[config.mk]
export PLATFORM = sky130hd
export DESIGN_NAME = mwc_decode
export DESIGN_NICKNAME = d
export VERILOG_FILES = /design/src/rtl/mwc_pkg.sv /design/src/rtl/mwc_decode.sv
export SDC_FILE = /design/constraint.sdc
export NUM_CORES = 1
export LEC_CHECK = 0
export BUFFER_PORTS_ARGS = -buffer_cell sky130_fd_sc_hd__buf_4
export CORE_MARGIN = 2
export CORE_UTILIZATION = 49
export DETAILED_ROUTE_END_ITERATION = 6
export PLACE_DENSITY_LB_ADDON = 0.3
export SLEW_MARGIN = 20
export SYNTH_ARGS = -nofsm -noshare
export SYNTH_HDL_FRONTEND = slang
export SYNTH_SLANG_ARGS = --single-unit
[constraint.sdc]
create_clock -name vclk -period 3.8
set_clock_uncertainty 0.1 [all_clocks]
set_input_delay 0.38 -clock vclk [all_inputs]
set_output_delay 0.38 -clock vclk [all_outputs]
set_load 0.005 [all_outputs]
[src/rtl/mwc_pkg.sv]
// Shared codes and types for the maze wall carver.
package mwc_pkg;

  // Operation codes of an input beat
  localparam logic [1:0] OP_CARVE = 2'd0;
  localparam logic [1:0] OP_QUERY = 2'd1;
  localparam logic [1:0] OP_CLEAR = 2'd2;

  // Direction codes
  localparam logic [1:0] DIR_UP    = 2'd0;
  localparam logic [1:0] DIR_RIGHT = 2'd1;
  localparam logic [1:0] DIR_DOWN  = 2'd2;
  localparam logic [1:0] DIR_LEFT  = 2'd3;

  // Configuration register indexes
  localparam logic CFG_GRID_WIDTH  = 1'b0;
  localparam logic CFG_GRID_HEIGHT = 1'b1;

  // Result status codes
  typedef enum logic [1:0] {
    StDone   = 2'd0,
    StBorder = 2'd1,
    StJoined = 2'd2,
    StBad    = 2'd3
  } status_e;

  // Decoded view of one input beat
  typedef struct packed {
    logic is_clear;  // clear whole maze
    logic is_carve;  // carve, else query
    logic bad;       // bad opcode, coordinates or carve direction
    logic border;    // carve through the grid border
    logic closed;    // query through the grid border
    logic dir_up;    // target is an up bit, else a right bit
  } dec_t;

endpackage

[src/rtl/mwc_decode.sv]
// Input beat decode: grid size clamping, range checks and cell addresses.
module mwc_decode #(
  parameter int MAX_WIDTH  = 32,
  parameter int MAX_HEIGHT = 32,
  localparam int CellCount = MAX_WIDTH * MAX_HEIGHT,
  localparam int IdxW      = $clog2(CellCount)
) (
  input  logic [1:0]      opcode_i,
  input  logic [4:0]      cell_x_i,
  input  logic [4:0]      cell_y_i,
  input  logic [1:0]      direction_i,
  input  logic [5:0]      grid_width_i,
  input  logic [5:0]      grid_height_i,
  output mwc_pkg::dec_t   dec_o,
  output logic [IdxW-1:0] rd_addr_o,
  output logic [IdxW-1:0] nb_addr_o
);

  import mwc_pkg::*;

  localparam logic [6:0] MaxW = 7'(MAX_WIDTH);
  localparam logic [6:0] MaxH = 7'(MAX_HEIGHT);

  logic [6:0] wu, hu, w, h, x7, y7;
  logic       outside;

  function automatic logic [IdxW-1:0] cell_idx(input int col, input int row);
    return IdxW'(row * MAX_WIDTH + col);
  endfunction

  // Clamp grid size to [2, max]
  assign wu = {1'b0, grid_width_i};
  assign hu = {1'b0, grid_height_i};
  assign w  = (wu < 7'd2) ? 7'd2 : ((wu > MaxW) ? MaxW : wu);
  assign h  = (hu < 7'd2) ? 7'd2 : ((hu > MaxH) ? MaxH : hu);
  assign x7 = {2'b00, cell_x_i};
  assign y7 = {2'b00, cell_y_i};
  assign outside = (x7 >= w) || (y7 >= h);

  // Classification
  always_comb begin
    dec_o          = '0;
    dec_o.is_clear = (opcode_i == OP_CLEAR);
    dec_o.is_carve = (opcode_i == OP_CARVE);
    dec_o.dir_up   = (direction_i == DIR_UP) || (direction_i == DIR_DOWN);
    case (opcode_i)
      OP_CARVE: dec_o.bad = outside || (direction_i == DIR_DOWN) || (direction_i == DIR_LEFT);
      OP_QUERY: dec_o.bad = outside;
      OP_CLEAR: dec_o.bad = 1'b0;
      default:  dec_o.bad = 1'b1;
    endcase
    dec_o.border = ((direction_i == DIR_UP) && (cell_y_i == 5'd0)) ||
                   ((direction_i == DIR_RIGHT) && (x7 == w - 7'd1));
    case (direction_i)
      DIR_UP:    dec_o.closed = (cell_y_i == 5'd0);
      DIR_RIGHT: dec_o.closed = (x7 == w - 7'd1);
      DIR_DOWN:  dec_o.closed = (y7 == h - 7'd1);
      DIR_LEFT:  dec_o.closed = (cell_x_i == 5'd0);
      default:   dec_o.closed = 1'b1;
    endcase
  end

  // Cell addresses: first read, and carve neighbor
  always_comb begin
    rd_addr_o = cell_idx(int'(cell_x_i), int'(cell_y_i));
    if (opcode_i == OP_QUERY) begin
      case (direction_i)
        DIR_DOWN: rd_addr_o = cell_idx(int'(cell_x_i), int'(cell_y_i) + 1);
        DIR_LEFT: rd_addr_o = cell_idx(int'(cell_x_i) - 1, int'(cell_y_i));
        default:  rd_addr_o = cell_idx(int'(cell_x_i), int'(cell_y_i));
      endcase
    end
    if (direction_i == DIR_UP) begin
      nb_addr_o = cell_idx(int'(cell_x_i), int'(cell_y_i) - 1);
    end else begin
      nb_addr_o = cell_idx(int'(cell_x_i) + 1, int'(cell_y_i));
    end
  end

endmodule

After elaboration in Yosys (flattened, before gate mapping)
Cells that the tools add are included.
- output and inout port bits: 26
- register bits: 0
- word-level logic and storage cells: 44
- reductions and logical operators: 11
- equal/unequal tests: 7
- muxes and demuxes: 9
- add/subtract/negate cells: 11
- $lt $le $gt $ge: 6
- operator list (cell ; number):
    adder 10 x 6 -> 10 bit ; 3
    2-to-1 mux 6 bit ; 4
    adder 10 x 5 -> 10 bit ; 2
    2-to-1 mux 10 bit ; 2
    one-hot mux 10 bit (2 select lines) ; 1
    == test 5 x 7 -> 1 bit ; 2
    subtractor 6 x 1 -> 7 bit (second input constant) ; 2
    greater-or-equal comparator 5 x 6 -> 1 bit ; 2
    > comparator 6 bit (second input constant) ; 2
    < comparator 6 x 2 -> 1 bit (second input constant) ; 2
    zero test 5 bit ; 2
    adder 5 x 1 -> 6 bit (second input constant) ; 1
    == test 2 bit (second input constant) ; 3
    subtractor 5 x 1 -> 6 bit (second input constant) ; 1
    adder 5 x 1 -> 5 bit (second input constant) ; 1
    logical OR 1 bit ; 5
    subtractor 5 x 1 -> 5 bit (second input constant) ; 1
    == test 2 x 1 -> 1 bit (second input constant) ; 2
    zero test 2 bit ; 2
    one-hot mux 1 bit (4 select lines) ; 1
    one-hot mux 1 bit (3 select lines) ; 1
    logical AND 1 bit ; 2

Longest topological paths before layout
- depth in word-level cells: 8
- depth in mapped cells: 10
- mapped depth without buffers: 10

Worst setup path after synthesis
OpenSTA, ideal clock, no wires.
- kind: in2out
- start: input port cell_x_i[2]
- end: output port rd_addr_o[9]
- stages: 9
- setup slack: 0.840 ns
- path buffers: 1
- arrival: 2.480 ns
- cell sequence: buf_2 or3_1 nor3_1 ha_1 a21o_1 a21oi_1 mux2i_1 o21ai_1 xnor2_1
- cells in the longest elaborated chain, start to end: 4
- RTL lines (element ; RTL line ; source):
    start: declaration ; mwc_decode.sv:9 ; input logic [4:0] cell_x_i,
    subtractor 5 x 1 -> 6 bit ; mwc_decode.sv:69 ; DIR_LEFT: rd_addr_o = cell_idx(int'(cell_x_i) - 1, int'(cell_y_i));
    adder 10 x 6 -> 10 bit ; mwc_decode.sv:28 ; return IdxW'(row * MAX_WIDTH + col);
    one-hot mux 10 bit (2 select lines) ; mwc_decode.sv:67 ; case (direction_i)
    2-to-1 mux 10 bit (*) ; mwc_decode.sv:66 ; if (opcode_i == OP_QUERY) begin
    end: declaration ; mwc_decode.sv:15 ; output logic [IdxW-1:0] rd_addr_o,
Every way passes the cells marked *; elsewhere a longest branch is shown, timed or not.

Final worst setup path
- start: input port cell_x_i[4]
- end: output port rd_addr_o[9]
Same word-level chain as after synthesis.

==> impl_metrics.csv <==
group,metric,value,unit
drt,first_iter_violations,69,
power_and_ir_drop,combPwrFrac,1.000,
yosys,syn-num-nets,244,
die,design.die.area,3200,um2
power_and_ir_drop,pwr-share-seq,0,
global_routing,antenna_found_initial,0,
drt,highest_layer,"met3",
cells_and_area,drive_above_1_share,0.238,
sta,fin_setup_tns,0,ns
place,dpl.hpwl,2.83,mm
setup_path,slowest_stage,"nor3_1",
power_and_ir_drop,switchingPower,93.8,uW
min_path,worstHoldEndpoint,"dec_o[4]",
status,status,"finished, final reports clean",
yosys,synth.distinct_cells,48,
setup_path,end_kind,"output pin",
power_and_ir_drop,clkPwrFrac,0,
global_routing,grt.overflow.total,0,
cells_and_area,register_area,0,um2
cells_and_area,antenna-diode-count,0,
min_path,hp-start,"opcode_i[0]",
yosys,synth_area_per_cell,6.90,um2
cells_and_area,seq_cells,0,
clock_network,holdBufCountCts,0,
power_and_ir_drop,switching_share,0.504,
sta,rsz0062_at_grt,"no",
global_routing,grt_pass1_wl,5.73,mm
yosys,synth_area_leaders,"ha_1 19%, xnor2_1 8.4%, xor2_1 5.8%",
cells_and_area,final_nets,285,
drt,m1WireLength,1.54,mm
yosys,yosysTopAreaCell,"ha_1",
yosys,yosysSeqAreaShare,0,
sta,setup_violations,0,
clock_network,cts_resized,0,
global_routing,grt_use_total,0.212,
drt,wl_met3,153,um
place,port_buffers,52,
drt,drt_pass1_iterations,4,
power_and_ir_drop,p_int,92.5,uW
setup_path,cp_num_buf_inv,2,
drt,wl_per_cell,12.9,um
cells_and_area,area_growth,27.0,%
setup_path,cpLargestDelayFamily,"simple AND/OR/NAND/NOR gates",
cells_and_area,layout_commonest_cell,"buf_4",
setup_path,path_cells,"buf_4, or3_1, nor3_1, ha_1, a21o_1, a21oi_1, mux2i_1, o21ai_1, xnor2_1, buf_4",
yosys,syn_area,1350,um2
die,chipHeight,56.5,um
yosys,synthCells,196,
setup_path,crit_fanout,10,
sta,finalCritPeriodShare,0.864,
setup_path,worstSetupPathType,"input port to output pin",
sta,min_period,3.28,ns
sta,max-slew-margin-rel,0.565,
drt,vias_per_cell,5.69,
power_and_ir_drop,p_leak,0.000833,uW
setup_path,worstPathArrival,2.80,ns
cells_and_area,fillers,266,
global_routing,grt_max_degree,20,
setup_path,start_kind,"input port",
die,dieWidth,56.5,um
min_path,hold_path.class,"input port to output pin",
yosys,yosys.area.top_type_share,0.194,
setup_path,cp.required,3.32,ns
die,io_pins,52,
drt,antenna_left,0,
min_path,whs_path_depth,3,
power_and_ir_drop,irDropWorstVdd,0.0000862,V
setup_path,cp_slowest_stage_delay,0.52,ns
setup_path,cp_common_cell,"buf_4",
yosys,synth_warnings,0,
global_routing,grt_pass1_vias,1300,
drt,vias,1514,
power_and_ir_drop,finalPower,186,uW
drt,dr_wl_met2,1.73,mm
die,start_util,0.503,
sta,final_hold_viol_count,0,
cells_and_area,final_cell_mix,"52 x buf_4, 21 x ha_1, 16 x nor2_1, 15 x nand2_1, 13 x xnor2_1",
clock_network,cts_setup_buffers,0,
place,place.gp.congestion,0.828,
die,num_rows,19,
cells_and_area,clkbuf_count,0,
drt,routed_wl,3.43,mm
die,coreArea,2690,um2
sta,drv_slew,0,
drt,drc,0,
sta,max_freq,0.304,GHz
sta,tightest_slew,0.648,ns
power_and_ir_drop,power_density,108,nW/um2
run,maxCapViolations,0,
## stage by stage
step | util | hold WS (ns) | worst slack [ns] | std cells | instance area (um2)
final | 0.639 | 0.917 | 0.515 | 266 | 1720
after floorplan | - | 0.687 | 0.841 | 196 | 1350
after detailed placement | 0.639 | 0.919 | 0.530 | 266 | 1720
after global routing | 0.639 | 0.939 | 0.345 | 266 | 1720
after CTS | 0.639 | 0.919 | 0.516 | 266 | 1720
after global placement | 0.639 | 0.921 | 0.622 | 266 | 1720
## cells in the mapped netlist, types with 2 or more instances
library cell  number
a211o_1            2
xor2_1             9
nand2b_1          11
mux2i_1            5
buf_2              6
ha_1              21
clkbuf_1           5
xnor2_1           13
a21oi_1            9
a21o_1             3
nor3_1            10
and3_1             2
nand4_1            4
nor3b_1            3
nor4_1             3
o21ai_0           10
nand3_1           10
inv_1              9
nor2b_1            3
nor2_1            16
nand2_1           15
## cell type report
type | count | area (um2) | share of cell area
inverter | 9 | 33.8 | 0.0197
timing repair buffer | 52 | 390 | 0.227
tap | 31 | 38.8 | 0.0226
multi-input combinational | 174 | 1250 | 0.731
## power groups by stage
stage	clock [uW]	combinational [uW]	sequential [uW]
global route	0	208	0
floorplan	0	110	0
finish	0	186	0
global placement	0	184	0
detailed placement	0	187	0
CTS	0	188	0
## cells by family after synthesis
| group | Yosys count | synth area share |
|---|---|---|
| buf+inv | 22 | 0.0722 |
| fa+ha+maj | 22 | 0.209 |
| xor+xnor | 22 | 0.142 |
| compound gates | 41 | 0.219 |
| mux | 5 | 0.0370 |
| simple gates | 84 | 0.320 |
## worst min-delay path: stages
cell    delay (ns)
buf_4         0.10
nor2_1        0.04
buf_4         0.12
## routing by layer
layer  global-route usage  vias up
met4                    0        0
met1                0.295      694
li1                     -      785
met5                    0        -
met3              0.00922        0
met2                0.384       35
## worst max-delay path by stage
stage                            from      endpoint  slack (ns)  depth (start not counted)
final                     cell_x_i[4]  rd_addr_o[9]        0.52                         10
after global routing      cell_x_i[4]  rd_addr_o[9]        0.35                         10
after CTS                 cell_x_i[4]  rd_addr_o[9]        0.52                         10
after detailed placement  cell_x_i[4]  rd_addr_o[9]        0.53                         10
after global placement    cell_x_i[4]  rd_addr_o[9]        0.62                         10
after floorplan           cell_x_i[2]  rd_addr_o[9]        0.84                          9
(Power assumes the default switching activity.)
